<file path="config.mk">
export PLATFORM = sky130hd
export DESIGN_NAME = obstacle_avoid_nav_controller_core_flat
export DESIGN_NICKNAME = d
export VERILOG_FILES = /design/src/rtl/core/oanc_pkg.sv /design/src/rtl/core/oanc_sample_if.sv /design/src/rtl/core/oanc_result_if.sv /design/src/rtl/core/oanc_filter.sv /design/src/rtl/core/oanc_ctrl.sv /design/src/rtl/core/obstacle_avoid_nav_controller_core.sv /design/src/flat_wrapper.sv
export SDC_FILE = /design/constraint.sdc
export NUM_CORES = 2
export LEC_CHECK = 0
export BUFFER_PORTS_ARGS = -buffer_cell sky130_fd_sc_hd__buf_2
export CAP_MARGIN = 20
export CORE_MARGIN = 2
export CORE_UTILIZATION = 40
export DETAILED_ROUTE_END_ITERATION = 10
export PLACE_DENSITY = 0.6
export SLEW_MARGIN = 20
export SYNTH_ARGS = -nofsm -noshare
export SYNTH_HDL_FRONTEND = slang
export SYNTH_SLANG_ARGS = --single-unit
</file>
<file path="constraint.sdc">
create_clock -name clk -period 14.2 [get_ports clk]
set_clock_uncertainty 0.05 [all_clocks]
set_input_delay 2.84 -clock clk [delete_from_list [all_inputs] [get_ports clk]]
set_output_delay 2.84 -clock clk [all_outputs]
set_load 0.03 [all_outputs]
</file>
<file path="src/rtl/core/oanc_pkg.sv">
// shared types, constants and helpers for the navigation controller
`timescale 1ns / 1ps

package oanc_pkg;

	// field widths
	localparam int DIST_W    = 12;
	localparam int IMU_W     = 16;
	localparam int TIME_W    = 32;
	localparam int ACT_W     = 3;
	localparam int SPEED_W   = 8;
	localparam int NAV_W     = 2;
	localparam int TILT_W    = 15;
	localparam int ROT_W     = 14;
	localparam int CFG_W     = 15;
	localparam int CFG_IDX_W = 2;

	// default fixed point fraction bits
	localparam int FRAC_BITS_DEF = 8;

	// configuration register indexes
	localparam logic [CFG_IDX_W-1:0] CFG_TILT    = 2'd0;
	localparam logic [CFG_IDX_W-1:0] CFG_ROT     = 2'd1;
	localparam logic [CFG_IDX_W-1:0] CFG_MINDIST = 2'd2;

	// configuration reset values
	localparam logic [TILT_W-1:0] TILT_RST    = 15'd8000;
	localparam logic [ROT_W-1:0]  ROT_RST     = 14'd50;
	localparam logic [DIST_W-1:0] MINDIST_RST = 12'd20;

	// smoothing coefficients, denominator 2^COEF_SHIFT
	localparam logic signed [8:0] GYRO_KEEP = 9'sd230;
	localparam logic signed [8:0] GYRO_TAKE = 9'sd26;
	localparam logic signed [8:0] ACC_KEEP  = 9'sd205;
	localparam logic signed [8:0] ACC_TAKE  = 9'sd51;
	localparam int                COEF_SHIFT = 8;

	// timing windows in ms
	localparam logic [TIME_W-1:0] STOP_MS = 32'd500;
	localparam logic [TIME_W-1:0] TURN_MS = 32'd1500;
	localparam logic [TIME_W-1:0] CORR_MS = 32'd100;

	// gyro deadzone in raw units
	localparam int DEADZONE = 20;

	// servo targets and ramp steps
	localparam logic [SPEED_W-1:0] SERVO_RST  = 8'd90;
	localparam logic [SPEED_W-1:0] FWD_L      = 8'd180;
	localparam logic [SPEED_W-1:0] FWD_R      = 8'd0;
	localparam logic [SPEED_W-1:0] CORR_POS_L = 8'd170;
	localparam logic [SPEED_W-1:0] CORR_POS_R = 8'd0;
	localparam logic [SPEED_W-1:0] CORR_NEG_L = 8'd180;
	localparam logic [SPEED_W-1:0] CORR_NEG_R = 8'd10;
	localparam logic [SPEED_W-1:0] STEP_FAST  = 8'd5;
	localparam logic [SPEED_W-1:0] STEP_SLOW  = 8'd2;

	// motor command codes
	typedef enum logic [ACT_W-1:0] {
		ACT_NONE  = 3'd0,
		ACT_SERVO = 3'd1,
		ACT_STOP  = 3'd2,
		ACT_RIGHT = 3'd3,
		ACT_LEFT  = 3'd4,
		ACT_TILT  = 3'd5
	} action_t;

	// navigation mode, one-hot
	typedef enum logic [2:0] {
		MODE_FWD   = 3'b001,
		MODE_AVOID = 3'b010,
		MODE_ADJ   = 3'b100
	} mode_t;

	// reported mode codes
	localparam logic [NAV_W-1:0] NAV_FWD   = 2'd0;
	localparam logic [NAV_W-1:0] NAV_AVOID = 2'd1;
	localparam logic [NAV_W-1:0] NAV_ADJ   = 2'd2;

	// filter status handed to the mode logic
	typedef struct packed {
		logic tilt;
		logic rot_big;
		logic dead_big;
		logic gyro_pos;
	} imu_flags_t;

	// one result beat
	typedef struct packed {
		action_t              action;
		logic [SPEED_W-1:0]   left_speed;
		logic [SPEED_W-1:0]   right_speed;
		logic [NAV_W-1:0]     nav_mode;
	} nav_res_t;

	// move cur toward tgt by step without overshoot
	function automatic logic [SPEED_W-1:0] ramp(input logic [SPEED_W-1:0] cur,
			input logic [SPEED_W-1:0] tgt, input logic [SPEED_W-1:0] step);
		logic [SPEED_W:0]   up;
		logic [SPEED_W-1:0] dn;
		up = {1'b0, cur} + {1'b0, step};
		dn = cur - step;
		if (cur < tgt) begin
			ramp = (up > {1'b0, tgt}) ? tgt : up[SPEED_W-1:0];
		end else if (cur > tgt) begin
			ramp = ((cur - tgt) <= step) ? tgt : dn;
		end else begin
			ramp = cur;
		end
	endfunction

endpackage

</file>
<file path="src/rtl/core/oanc_sample_if.sv">
// sample channel: valid, ready and the sensor payload
`timescale 1ns / 1ps

interface oanc_sample_if
	import oanc_pkg::*;
();
	logic                     valid;
	logic                     ready;
	logic [DIST_W-1:0]        distance;
	logic signed [IMU_W-1:0]  gyro_z;
	logic signed [IMU_W-1:0]  accel_x;
	logic signed [IMU_W-1:0]  accel_y;
	logic [TIME_W-1:0]        now_ms;

	modport source (output valid, distance, gyro_z, accel_x, accel_y, now_ms, input ready);
	modport sink   (input valid, distance, gyro_z, accel_x, accel_y, now_ms, output ready);
endinterface

</file>
<file path="src/rtl/core/oanc_result_if.sv">
// result channel: valid, ready and the command payload
`timescale 1ns / 1ps

interface oanc_result_if
	import oanc_pkg::*;
();
	logic                valid;
	logic                ready;
	logic [ACT_W-1:0]    action;
	logic [SPEED_W-1:0]  left_speed;
	logic [SPEED_W-1:0]  right_speed;
	logic [NAV_W-1:0]    nav_mode;

	modport source (output valid, action, left_speed, right_speed, nav_mode, input ready);
	modport sink   (input valid, action, left_speed, right_speed, nav_mode, output ready);
endinterface

</file>
<file path="src/rtl/core/oanc_filter.sv">
// exponential smoothing of gyro and accel with tilt and rotation flags
`timescale 1ns / 1ps

module oanc_filter
	import oanc_pkg::*;
#(
	parameter int FRAC_BITS = FRAC_BITS_DEF
) (
	input  logic                    clk,
	input  logic                    arst_n,
	input  logic                    upd,
	input  logic signed [IMU_W-1:0] gyro_z,
	input  logic signed [IMU_W-1:0] accel_x,
	input  logic signed [IMU_W-1:0] accel_y,
	input  logic [TILT_W-1:0]       tilt_cfg,
	input  logic [ROT_W-1:0]        rot_cfg,
	output imu_flags_t              flags
);
	// smoothed value width and product width
	localparam int SW = FRAC_BITS + 17;
	localparam int PW = SW + 9;

	logic signed [SW-1:0] gyro_q, ax_q, ay_q;
	logic signed [SW-1:0] gyro_n, ax_n, ay_n;
	logic [SW:0]          gyro_mag, ax_mag, ay_mag;
	logic [SW:0]          tilt_fx, rot_fx, dead_fx;

	// s' = floor((s*keep + (x << FRAC_BITS)*take) / 256)
	function automatic logic signed [SW-1:0] smooth(input logic signed [SW-1:0] s,
			input logic signed [IMU_W-1:0] raw, input logic signed [8:0] keep,
			input logic signed [8:0] take);
		logic signed [PW-1:0] x;
		logic signed [PW-1:0] acc;
		x   = PW'(raw) <<< FRAC_BITS;
		acc = PW'(s) * PW'(keep) + x * PW'(take);
		smooth = SW'(acc >>> COEF_SHIFT);
	endfunction

	function automatic logic [SW:0] magn(input logic signed [SW-1:0] v);
		logic signed [SW:0] e;
		e = (SW+1)'(v);
		magn = e[SW] ? (SW+1)'(-e) : (SW+1)'(e);
	endfunction

	// next smoothed values for the sample in flight
	always_comb begin
		gyro_n = smooth(gyro_q, gyro_z, GYRO_KEEP, GYRO_TAKE);
		ax_n   = smooth(ax_q, accel_x, ACC_KEEP, ACC_TAKE);
		ay_n   = smooth(ay_q, accel_y, ACC_KEEP, ACC_TAKE);
	end

	// thresholds in fixed point
	assign tilt_fx = (SW+1)'(tilt_cfg) << FRAC_BITS;
	assign rot_fx  = (SW+1)'(rot_cfg) << FRAC_BITS;
	assign dead_fx = (SW+1)'(DEADZONE) << FRAC_BITS;

	assign gyro_mag = magn(gyro_n);
	assign ax_mag   = magn(ax_n);
	assign ay_mag   = magn(ay_n);

	// status flags
	always_comb begin
		flags.tilt     = (ax_mag > tilt_fx) || (ay_mag > tilt_fx);
		flags.rot_big  = gyro_mag > rot_fx;
		flags.dead_big = gyro_mag > dead_fx;
		flags.gyro_pos = !gyro_n[SW-1] && (gyro_n != '0);
	end

	// filter state
	always_ff @(posedge clk or negedge arst_n) begin
		if (!arst_n) begin
			gyro_q <= '0;
			ax_q   <= '0;
			ay_q   <= '0;
		end else if (upd) begin
			gyro_q <= gyro_n;
			ax_q   <= ax_n;
			ay_q   <= ay_n;
		end
	end

endmodule

</file>
<file path="src/rtl/core/oanc_ctrl.sv">
// navigation mode machine, timers and servo ramps
`timescale 1ns / 1ps

module oanc_ctrl
	import oanc_pkg::*;
(
	input  logic                    clk,
	input  logic                    arst_n,
	input  logic                    upd,
	input  imu_flags_t              flags,
	input  logic [DIST_W-1:0]       distance,
	input  logic signed [IMU_W-1:0] gyro_z,
	input  logic [TIME_W-1:0]       now_ms,
	input  logic [ROT_W-1:0]        rot_cfg,
	input  logic [DIST_W-1:0]       near_cfg,
	output nav_res_t                res
);
	mode_t               mode_q, mode_n;
	logic [TIME_W-1:0]   mct_q, mct_n;
	logic [TIME_W-1:0]   ct_q, ct_n;
	logic                tln_q, tln_n;
	logic [SPEED_W-1:0]  left_q, left_n;
	logic [SPEED_W-1:0]  right_q, right_n;
	action_t             action;
	logic [TIME_W-1:0]   since_mode, since_corr;
	logic signed [IMU_W:0] gz_ext;
	logic [IMU_W:0]      gz_mag;
	logic                gz_small, gz_big, gz_pos;

	// raw gyro magnitude checks
	assign gz_ext   = (IMU_W+1)'(gyro_z);
	assign gz_mag   = gz_ext[IMU_W] ? (IMU_W+1)'(-gz_ext) : (IMU_W+1)'(gz_ext);
	assign gz_small = gz_mag < (IMU_W+1)'(rot_cfg);
	assign gz_big   = gz_mag > ((IMU_W+1)'(rot_cfg) << 1);
	assign gz_pos   = !gyro_z[IMU_W-1] && (gyro_z != '0);

	assign since_mode = now_ms - mct_q;
	assign since_corr = now_ms - ct_q;

	// next state and command
	always_comb begin
		mode_n  = mode_q;
		mct_n   = mct_q;
		ct_n    = ct_q;
		tln_n   = tln_q;
		left_n  = left_q;
		right_n = right_q;
		action  = ACT_NONE;
		if (flags.tilt) begin
			action = ACT_TILT;
		end else begin
			case (mode_q)
				MODE_AVOID: begin
					if (since_mode < STOP_MS) begin
						action = ACT_STOP;
					end else if (since_mode < TURN_MS) begin
						action = tln_q ? ACT_LEFT : ACT_RIGHT;
					end else begin
						tln_n  = !tln_q;
						mode_n = MODE_FWD;
						mct_n  = now_ms;
					end
				end
				MODE_ADJ: begin
					if (gz_small) begin
						mode_n = MODE_FWD;
						mct_n  = now_ms;
					end else if (gz_pos) begin
						action = ACT_LEFT;
					end else begin
						action = ACT_RIGHT;
					end
				end
				MODE_FWD: begin
					if (flags.rot_big && (since_corr > CORR_MS)) begin
						// correction only outside the deadzone
						if (flags.dead_big) begin
							if (flags.gyro_pos) begin
								left_n  = ramp(left_q, CORR_POS_L, STEP_FAST);
								right_n = ramp(right_q, CORR_POS_R, STEP_FAST);
							end else begin
								left_n  = ramp(left_q, CORR_NEG_L, STEP_FAST);
								right_n = ramp(right_q, CORR_NEG_R, STEP_FAST);
							end
							action = ACT_SERVO;
							ct_n   = now_ms;
						end
					end else begin
						left_n  = ramp(left_q, FWD_L, STEP_SLOW);
						right_n = ramp(right_q, FWD_R, STEP_SLOW);
						action  = ACT_SERVO;
					end
					if (distance < near_cfg) begin
						mode_n = MODE_AVOID;
						mct_n  = now_ms;
						action = ACT_STOP;
					end
				end
				default: begin
					mode_n = MODE_FWD;
				end
			endcase
			// strong raw rotation while heading forward
			if ((mode_n == MODE_FWD) && gz_big) begin
				mode_n = MODE_ADJ;
				mct_n  = now_ms;
			end
		end
	end

	// result fields
	always_comb begin
		res.action      = action;
		res.left_speed  = left_n;
		res.right_speed = right_n;
		case (mode_n)
			MODE_AVOID: res.nav_mode = NAV_AVOID;
			MODE_ADJ:   res.nav_mode = NAV_ADJ;
			default:    res.nav_mode = NAV_FWD;
		endcase
	end

	// navigation state
	always_ff @(posedge clk or negedge arst_n) begin
		if (!arst_n) begin
			mode_q  <= MODE_FWD;
			mct_q   <= '0;
			ct_q    <= '0;
			tln_q   <= 1'b0;
			left_q  <= SERVO_RST;
			right_q <= SERVO_RST;
		end else if (upd) begin
			mode_q  <= mode_n;
			mct_q   <= mct_n;
			ct_q    <= ct_n;
			tln_q   <= tln_n;
			left_q  <= left_n;
			right_q <= right_n;
		end
	end

endmodule

</file>
<file path="src/rtl/core/obstacle_avoid_nav_controller_core.sv">
// Navigation controller: input register, one pass of update logic, result register.
// A sample accepted into the input register moves on to the result register once that is free or being drained.
// Throughput: one sample per cycle while the output is not stalled; the mode and filter state update once per sample.
// A stalled result register holds the input stage, which still takes one more beat if it is empty.
// Reset (arst_n low, asynchronous) empties both stages, restores default thresholds,
// clears the filters, selects forward mode and centers both servos at 90.
`timescale 1ns / 1ps

module obstacle_avoid_nav_controller_core
	import oanc_pkg::*;
#(
	parameter int FRAC_BITS = FRAC_BITS_DEF
) (
	input  logic                 clk,
	input  logic                 arst_n,
	oanc_sample_if.sink          in_ch,
	oanc_result_if.source        out_ch,
	input  logic                 cfg_we,
	input  logic [CFG_IDX_W-1:0] cfg_index,
	input  logic [CFG_W-1:0]     cfg_wdata
);
	logic                     valid_s1, valid_s2, adv_s1;
	logic [DIST_W-1:0]        distance_s1;
	logic signed [IMU_W-1:0]  gyro_z_s1, accel_x_s1, accel_y_s1;
	logic [TIME_W-1:0]        now_ms_s1;
	nav_res_t                 res_c, res_s2;
	imu_flags_t               flags;
	logic [TILT_W-1:0]        tilt_q;
	logic [ROT_W-1:0]         rot_q;
	logic [DIST_W-1:0]        mindist_q;

	// configuration registers
	always_ff @(posedge clk or negedge arst_n) begin
		if (!arst_n) begin
			tilt_q    <= TILT_RST;
			rot_q     <= ROT_RST;
			mindist_q <= MINDIST_RST;
		end else if (cfg_we) begin
			case (cfg_index)
				CFG_TILT:    tilt_q    <= cfg_wdata[TILT_W-1:0];
				CFG_ROT:     rot_q     <= cfg_wdata[ROT_W-1:0];
				CFG_MINDIST: mindist_q <= cfg_wdata[DIST_W-1:0];
				default:     ;
			endcase
		end
	end

	// handshake
	assign adv_s1      = valid_s1 && (!valid_s2 || out_ch.ready);
	assign in_ch.ready = !valid_s1 || adv_s1;

	// input stage
	always_ff @(posedge clk or negedge arst_n) begin
		if (!arst_n) begin
			valid_s1 <= 1'b0;
		end else if (in_ch.ready) begin
			valid_s1 <= in_ch.valid;
		end
	end

	always_ff @(posedge clk) begin
		if (in_ch.valid && in_ch.ready) begin
			distance_s1 <= in_ch.distance;
			gyro_z_s1   <= in_ch.gyro_z;
			accel_x_s1  <= in_ch.accel_x;
			accel_y_s1  <= in_ch.accel_y;
			now_ms_s1   <= in_ch.now_ms;
		end
	end

	// smoothing and tilt detection
	oanc_filter #(
		.FRAC_BITS (FRAC_BITS)
	) u_filter (
		.clk      (clk),
		.arst_n   (arst_n),
		.upd      (adv_s1),
		.gyro_z   (gyro_z_s1),
		.accel_x  (accel_x_s1),
		.accel_y  (accel_y_s1),
		.tilt_cfg (tilt_q),
		.rot_cfg  (rot_q),
		.flags    (flags)
	);

	// mode machine and servo ramps
	oanc_ctrl u_ctrl (
		.clk      (clk),
		.arst_n   (arst_n),
		.upd      (adv_s1),
		.flags    (flags),
		.distance (distance_s1),
		.gyro_z   (gyro_z_s1),
		.now_ms   (now_ms_s1),
		.rot_cfg  (rot_q),
		.near_cfg (mindist_q),
		.res      (res_c)
	);

	// result stage
	always_ff @(posedge clk or negedge arst_n) begin
		if (!arst_n) begin
			valid_s2 <= 1'b0;
		end else if (adv_s1) begin
			valid_s2 <= 1'b1;
		end else if (out_ch.ready) begin
			valid_s2 <= 1'b0;
		end
	end

	always_ff @(posedge clk) begin
		if (adv_s1) begin
			res_s2 <= res_c;
		end
	end

	assign out_ch.valid       = valid_s2;
	assign out_ch.action      = res_s2.action;
	assign out_ch.left_speed  = res_s2.left_speed;
	assign out_ch.right_speed = res_s2.right_speed;
	assign out_ch.nav_mode    = res_s2.nav_mode;

endmodule

</file>
<file path="src/flat_wrapper.sv">
// flat-port wrapper written by rule: the top's interface ports become plain ports
module obstacle_avoid_nav_controller_core_flat import oanc_pkg::*;
#(
	parameter int FRAC_BITS = FRAC_BITS_DEF
)
  (clk, arst_n, cfg_we, cfg_index, cfg_wdata, in_ch_valid, in_ch_distance, in_ch_gyro_z, in_ch_accel_x, in_ch_accel_y, in_ch_now_ms, in_ch_ready, out_ch_valid, out_ch_action, out_ch_left_speed, out_ch_right_speed, out_ch_nav_mode, out_ch_ready);
  oanc_sample_if in_ch_i ();
  oanc_result_if out_ch_i ();
  input  logic clk;
  input  logic arst_n;
  input  logic cfg_we;
  input  logic [CFG_IDX_W-1:0] cfg_index;
  input  logic [CFG_W-1:0] cfg_wdata;
  input wire logic [$bits(in_ch_i.valid)-1:0] in_ch_valid;
  input wire logic [$bits(in_ch_i.distance)-1:0] in_ch_distance;
  input wire logic [$bits(in_ch_i.gyro_z)-1:0] in_ch_gyro_z;
  input wire logic [$bits(in_ch_i.accel_x)-1:0] in_ch_accel_x;
  input wire logic [$bits(in_ch_i.accel_y)-1:0] in_ch_accel_y;
  input wire logic [$bits(in_ch_i.now_ms)-1:0] in_ch_now_ms;
  output wire logic [$bits(in_ch_i.ready)-1:0] in_ch_ready;
  output wire logic [$bits(out_ch_i.valid)-1:0] out_ch_valid;
  output wire logic [$bits(out_ch_i.action)-1:0] out_ch_action;
  output wire logic [$bits(out_ch_i.left_speed)-1:0] out_ch_left_speed;
  output wire logic [$bits(out_ch_i.right_speed)-1:0] out_ch_right_speed;
  output wire logic [$bits(out_ch_i.nav_mode)-1:0] out_ch_nav_mode;
  input wire logic [$bits(out_ch_i.ready)-1:0] out_ch_ready;
  assign in_ch_i.valid = in_ch_valid;
  assign in_ch_i.distance = in_ch_distance;
  assign in_ch_i.gyro_z = in_ch_gyro_z;
  assign in_ch_i.accel_x = in_ch_accel_x;
  assign in_ch_i.accel_y = in_ch_accel_y;
  assign in_ch_i.now_ms = in_ch_now_ms;
  assign in_ch_ready = in_ch_i.ready;
  assign out_ch_valid = out_ch_i.valid;
  assign out_ch_action = out_ch_i.action;
  assign out_ch_left_speed = out_ch_i.left_speed;
  assign out_ch_right_speed = out_ch_i.right_speed;
  assign out_ch_nav_mode = out_ch_i.nav_mode;
  assign out_ch_i.ready = out_ch_ready;
  obstacle_avoid_nav_controller_core #(.FRAC_BITS(FRAC_BITS)) u_core (.clk(clk), .arst_n(arst_n), .in_ch(in_ch_i), .out_ch(out_ch_i), .cfg_we(cfg_we), .cfg_index(cfg_index), .cfg_wdata(cfg_wdata));
endmodule
</file>
==> flow_metrics.py <==
metrics = {
    "grt": {
        "antenna_found_initial": 5,
        "track_usage_pct": 19.6,
        "grt_overflow": 0,
        "grt_max_degree": 92,
        "grt_pass1_wl_um": 171000,
        "grt_pass1_vias": 32500,
    },
    "final_layout": {
        "area_growth_pct": 8.70,
        "n_fill_cell": 10300,
        "stdcell_count": 6218,
        "antenna_cells": 0,
        "drive_above_1_share_pct": 8.08,
        "nNetsFinal": 5880,
    },
    "logic_synthesis": {
        "yosysSeqAreaShare_pct": 20.1,
        "yosys-top-cells-area": "ha_1 (20%), fa_1 (15%), dfrtp_1 (11%), edfxtp_1 (8.0%), inv_1 (7.9%)",
        "synth-simple-area-share_pct": 11.8,
        "synth-seq-cells": 315,
        "synth_compound_area_share_pct": 15.3,
        "synthCells": 4702,
        "synth_top_family_by_area": "adder cells",
        "ys_warn_count": 0,
        "yosysMostFrequentCell": "inv_1",
        "synth_top_area_cell": "ha_1",
        "synthesis.nets": 5791,
        "synthMuxAreaShare_pct": 3.35,
        "synth_common_cells": "inv_1 (888), ha_1 (660), fa_1 (315), nand2_1 (292), a21oi_1 (250)",
        "synth_xor_area_share_pct": 5.92,
        "async_flop_share_pct": 64.1,
        "ys_types": 96,
        "netlist_area_mm2": 0.0422,
        "synth_top_area_share_pct": 19.6,
        "synth_ff_type": "dfrtp_1",
        "syn_area_per_cell_um2": 8.97,
        "synth_edf_count": 113,
        "synth-adder-area-share_pct": 34.5,
    },
    "floorplan": {
        "io_pins": 137,
        "rows": 119,
        "dieArea_mm2": 0.108,
        "start_util_pct": 40.2,
        "core_mm2": 0.105,
        "fp.dieW_um": 329,
        "dieHeight_um": 329,
    },
    "setup_path": {
        "reg2reg_depth": 46,
        "cp.arrival_ns": 12.26,
        "crit_type": "flop to flop",
        "cp_slowest_stage_delay_ns": 0.88,
        "startpoint_type": "flop",
        "path_max_fanout": 32,
        "crit_slowest_cell": "xor3_1",
        "crit_top_cell": "o21a_1",
        "regToRegSetupSlack_ns": 2.38,
        "r2r-start": "u_core.u_filter.gyro_q[2]",
        "critical_path_required_ns": 14.64,
        "reg2reg_to": "u_core.u_ctrl.ct_q[3]",
        "crit_path_end_kind": "flop",
    },
    "route": {
        "drtIter0Drc": 1707,
        "ant_nets": 0,
        "drt-pass1-iter-count": 5,
        "vias_per_cell": 5.25,
        "drt-total-wl_um": 105000,
        "wl_per_cell_um": 16.9,
        "drc_errors": 0,
        "vias": 32600,
    },
    "timing": {
        "worstMarginPinSlew_ns": 1.13,
        "clock.fmax_mhz": 84.6,
        "hold_viol": 0,
        "final.min_clock_period_ns": 11.82,
        "rsz0062_at_grt": "false",
        "period_share_pct": 83.2,
        "fin_setup_tns_ns": 0,
        "setup_viol": 0,
        "relSlewSlack_pct": 24.9,
        "drv_slew": 0,
    },
    "clock_network": {
        "cts_resized": 0,
        "clockBufferDepth": 3,
        "root_buffer": "clkbuf_16",
        "clk_pin_slew_ns": 0.06,
        "cts_tree": "yes",
        "insertion_delay_ns": 0.64,
        "postCtsSetupBuffers": 0,
        "numCtsBuffers": 44,
        "postCtsHoldBufs": 0,
        "htreeDepth": 2,
        "cts.sinks": 315,
    },
    "flow_run": {
        "cap_violations": 0,
    },
    "min_path": {
        "whs_path_depth": 1,
        "min_from": "u_core.u_ctrl.ct_q[13]",
        "hold_path_class": "flop to flop",
        "hold_end": "u_core.u_ctrl.ct_q[13]",
    },
    "outcome": {
        "status": "finished clean",
    },
    "placement": {
        "port-buffer-count": 136,
        "gp_congestion": 0.913,
        "hpwl_um": 85700,
        "dp_cells": 6136,
    },
}
-- final cells by class --
type | count | area [um^2] | share of cell area, %
Multi-Input combinational cell | 3389 | 29900 | 65.3
Sequential cell | 315 | 8470 | 18.5
Inverter | 889 | 3340 | 7.28
Tap cell | 1391 | 1740 | 3.80
Clock buffer | 55 | 1210 | 2.65
Timing Repair Buffer | 152 | 811 | 1.77
Clock inverter | 27 | 342 | 0.745
-- flip-flops by register name, indices dropped and copies added (netlist names), 2 cells and up --
register / flops
u_core.u_filter.ay_q: 25
u_core.u_ctrl.left_q: 8
u_core.u_ctrl.mct_q: 32
u_core.u_ctrl.mode_q: 3
u_core.out_ch.nav_mode: 2
u_core.accel_y_s1: 16
u_core.gyro_z_s1: 16
u_core.accel_x_s1: 16
u_core.u_ctrl.right_q: 8
u_core.now_ms_s1: 32
u_core.u_filter.ax_q: 25
u_core.u_filter.gyro_q: 25
u_core.out_ch.action: 3
u_core.out_ch.right_speed: 8
u_core.rot_q: 14
u_core.tilt_q: 15
u_core.mindist_q: 12
u_core.out_ch.left_speed: 8
u_core.u_ctrl.ct_q: 32
u_core.distance_s1: 12
-- worst max-delay path, delay by kind of cell (launching register included) --
kind,cells,cell delay (ns)
multiplexers,1,0.40
flip-flops,1,0.42
AO/OA/AOI/OAI,22,3.81
XOR/XNOR,3,1.22
adder cells (fa/ha/maj),7,2.85
buffers and inverters,4,0.90
AND/OR/NAND/NOR,9,1.98
-- layer usage --
| layer | up-vias | global-route usage (%) | part of all wire, % |
|---|---|---|---|
| met3 | 130 | 2.67 | 4.3 |
| li1 | 16200 | - | - |
| met2 | 612 | 32.5 | 46 |
| met4 | 10 | 5.00 | 2.2 |
| met1 | 15700 | 26.8 | 47 |
| met5 | - | 0 | 0.062 |
-- layout by cell type (no fill, tap or decap), types with 12 or more instances in the layout --
cell       count
nor4_1        18
nor3_1        87
and2_1        25
nor3b_1       16
a21o_1        99
nand2b_1      40
inv_1        887
or3_1         27
ha_1         660
mux2_4        26
nand3b_1      12
o22ai_1       26
nand4_1       44
mux2_2        72
dfstp_2       20
a2111oi_0     15
o21a_1        52
xor2_1        92
a21oi_1      250
o21bai_1      25
fa_1         315
edfxtp_1     113
o211ai_1      23
a211oi_1      31
clkbuf_16     46
buf_2        135
dfrtp_1      182
buf_4         16
a31oi_1       34
and3_1        35
nor2b_1       47
nor2_1       240
xnor2_1      186
nand2_1      291
nand3_1       77
o31ai_1       21
o21ai_0      247
mux2i_1       19
-- worst max path at each step --
stage                                         start                       to  slack, ns  cells after the start
after floorplan                u_core.accel_x_s1[3]  u_core.u_ctrl.mct_q[19]       4.14                     46
after global placement    u_core.u_filter.gyro_q[2]    u_core.u_ctrl.ct_q[2]       2.76                     46
after detailed placement  u_core.u_filter.gyro_q[2]    u_core.u_ctrl.ct_q[3]       2.49                     46
after CTS                 u_core.u_filter.gyro_q[2]    u_core.u_ctrl.ct_q[3]       2.43                     46
after global routing      u_core.u_filter.gyro_q[3]    u_core.u_ctrl.ct_q[3]       1.62                     46
final                     u_core.u_filter.gyro_q[2]    u_core.u_ctrl.ct_q[3]       2.38                     46
-- logic make-up after synthesis --
| family | Yosys count |
|---|---|
| XOR/XNOR | 281 |
| flip-flops | 315 |
| adder cells (fa/ha/maj) | 975 |
| AO/OA/AOI/OAI | 996 |
| buffers and inverters | 998 |
| multiplexers | 119 |
| AND/OR/NAND/NOR | 1018 |
-- per-stage QoR --
stage | cell area (um^2) | utilization (%) | hold WS, ns | setup WS (ns)
2_1_floorplan | 42200 | - | 0.407 | 4.14
3_3_place_gp | 44300 | 42.2 | 0.418 | 2.76
3_5_place_dp | 44300 | 42.2 | 0.430 | 2.49
4_1_cts | 45900 | 43.7 | 0.444 | 2.43
5_1_grt | 45900 | 43.7 | 0.459 | 1.62
6_report | 45900 | 43.7 | 0.441 | 2.38
Power is left out: the tool's default activity adds up to more than one toggle a clock period on the data nets, which glitch-free logic cannot reach.
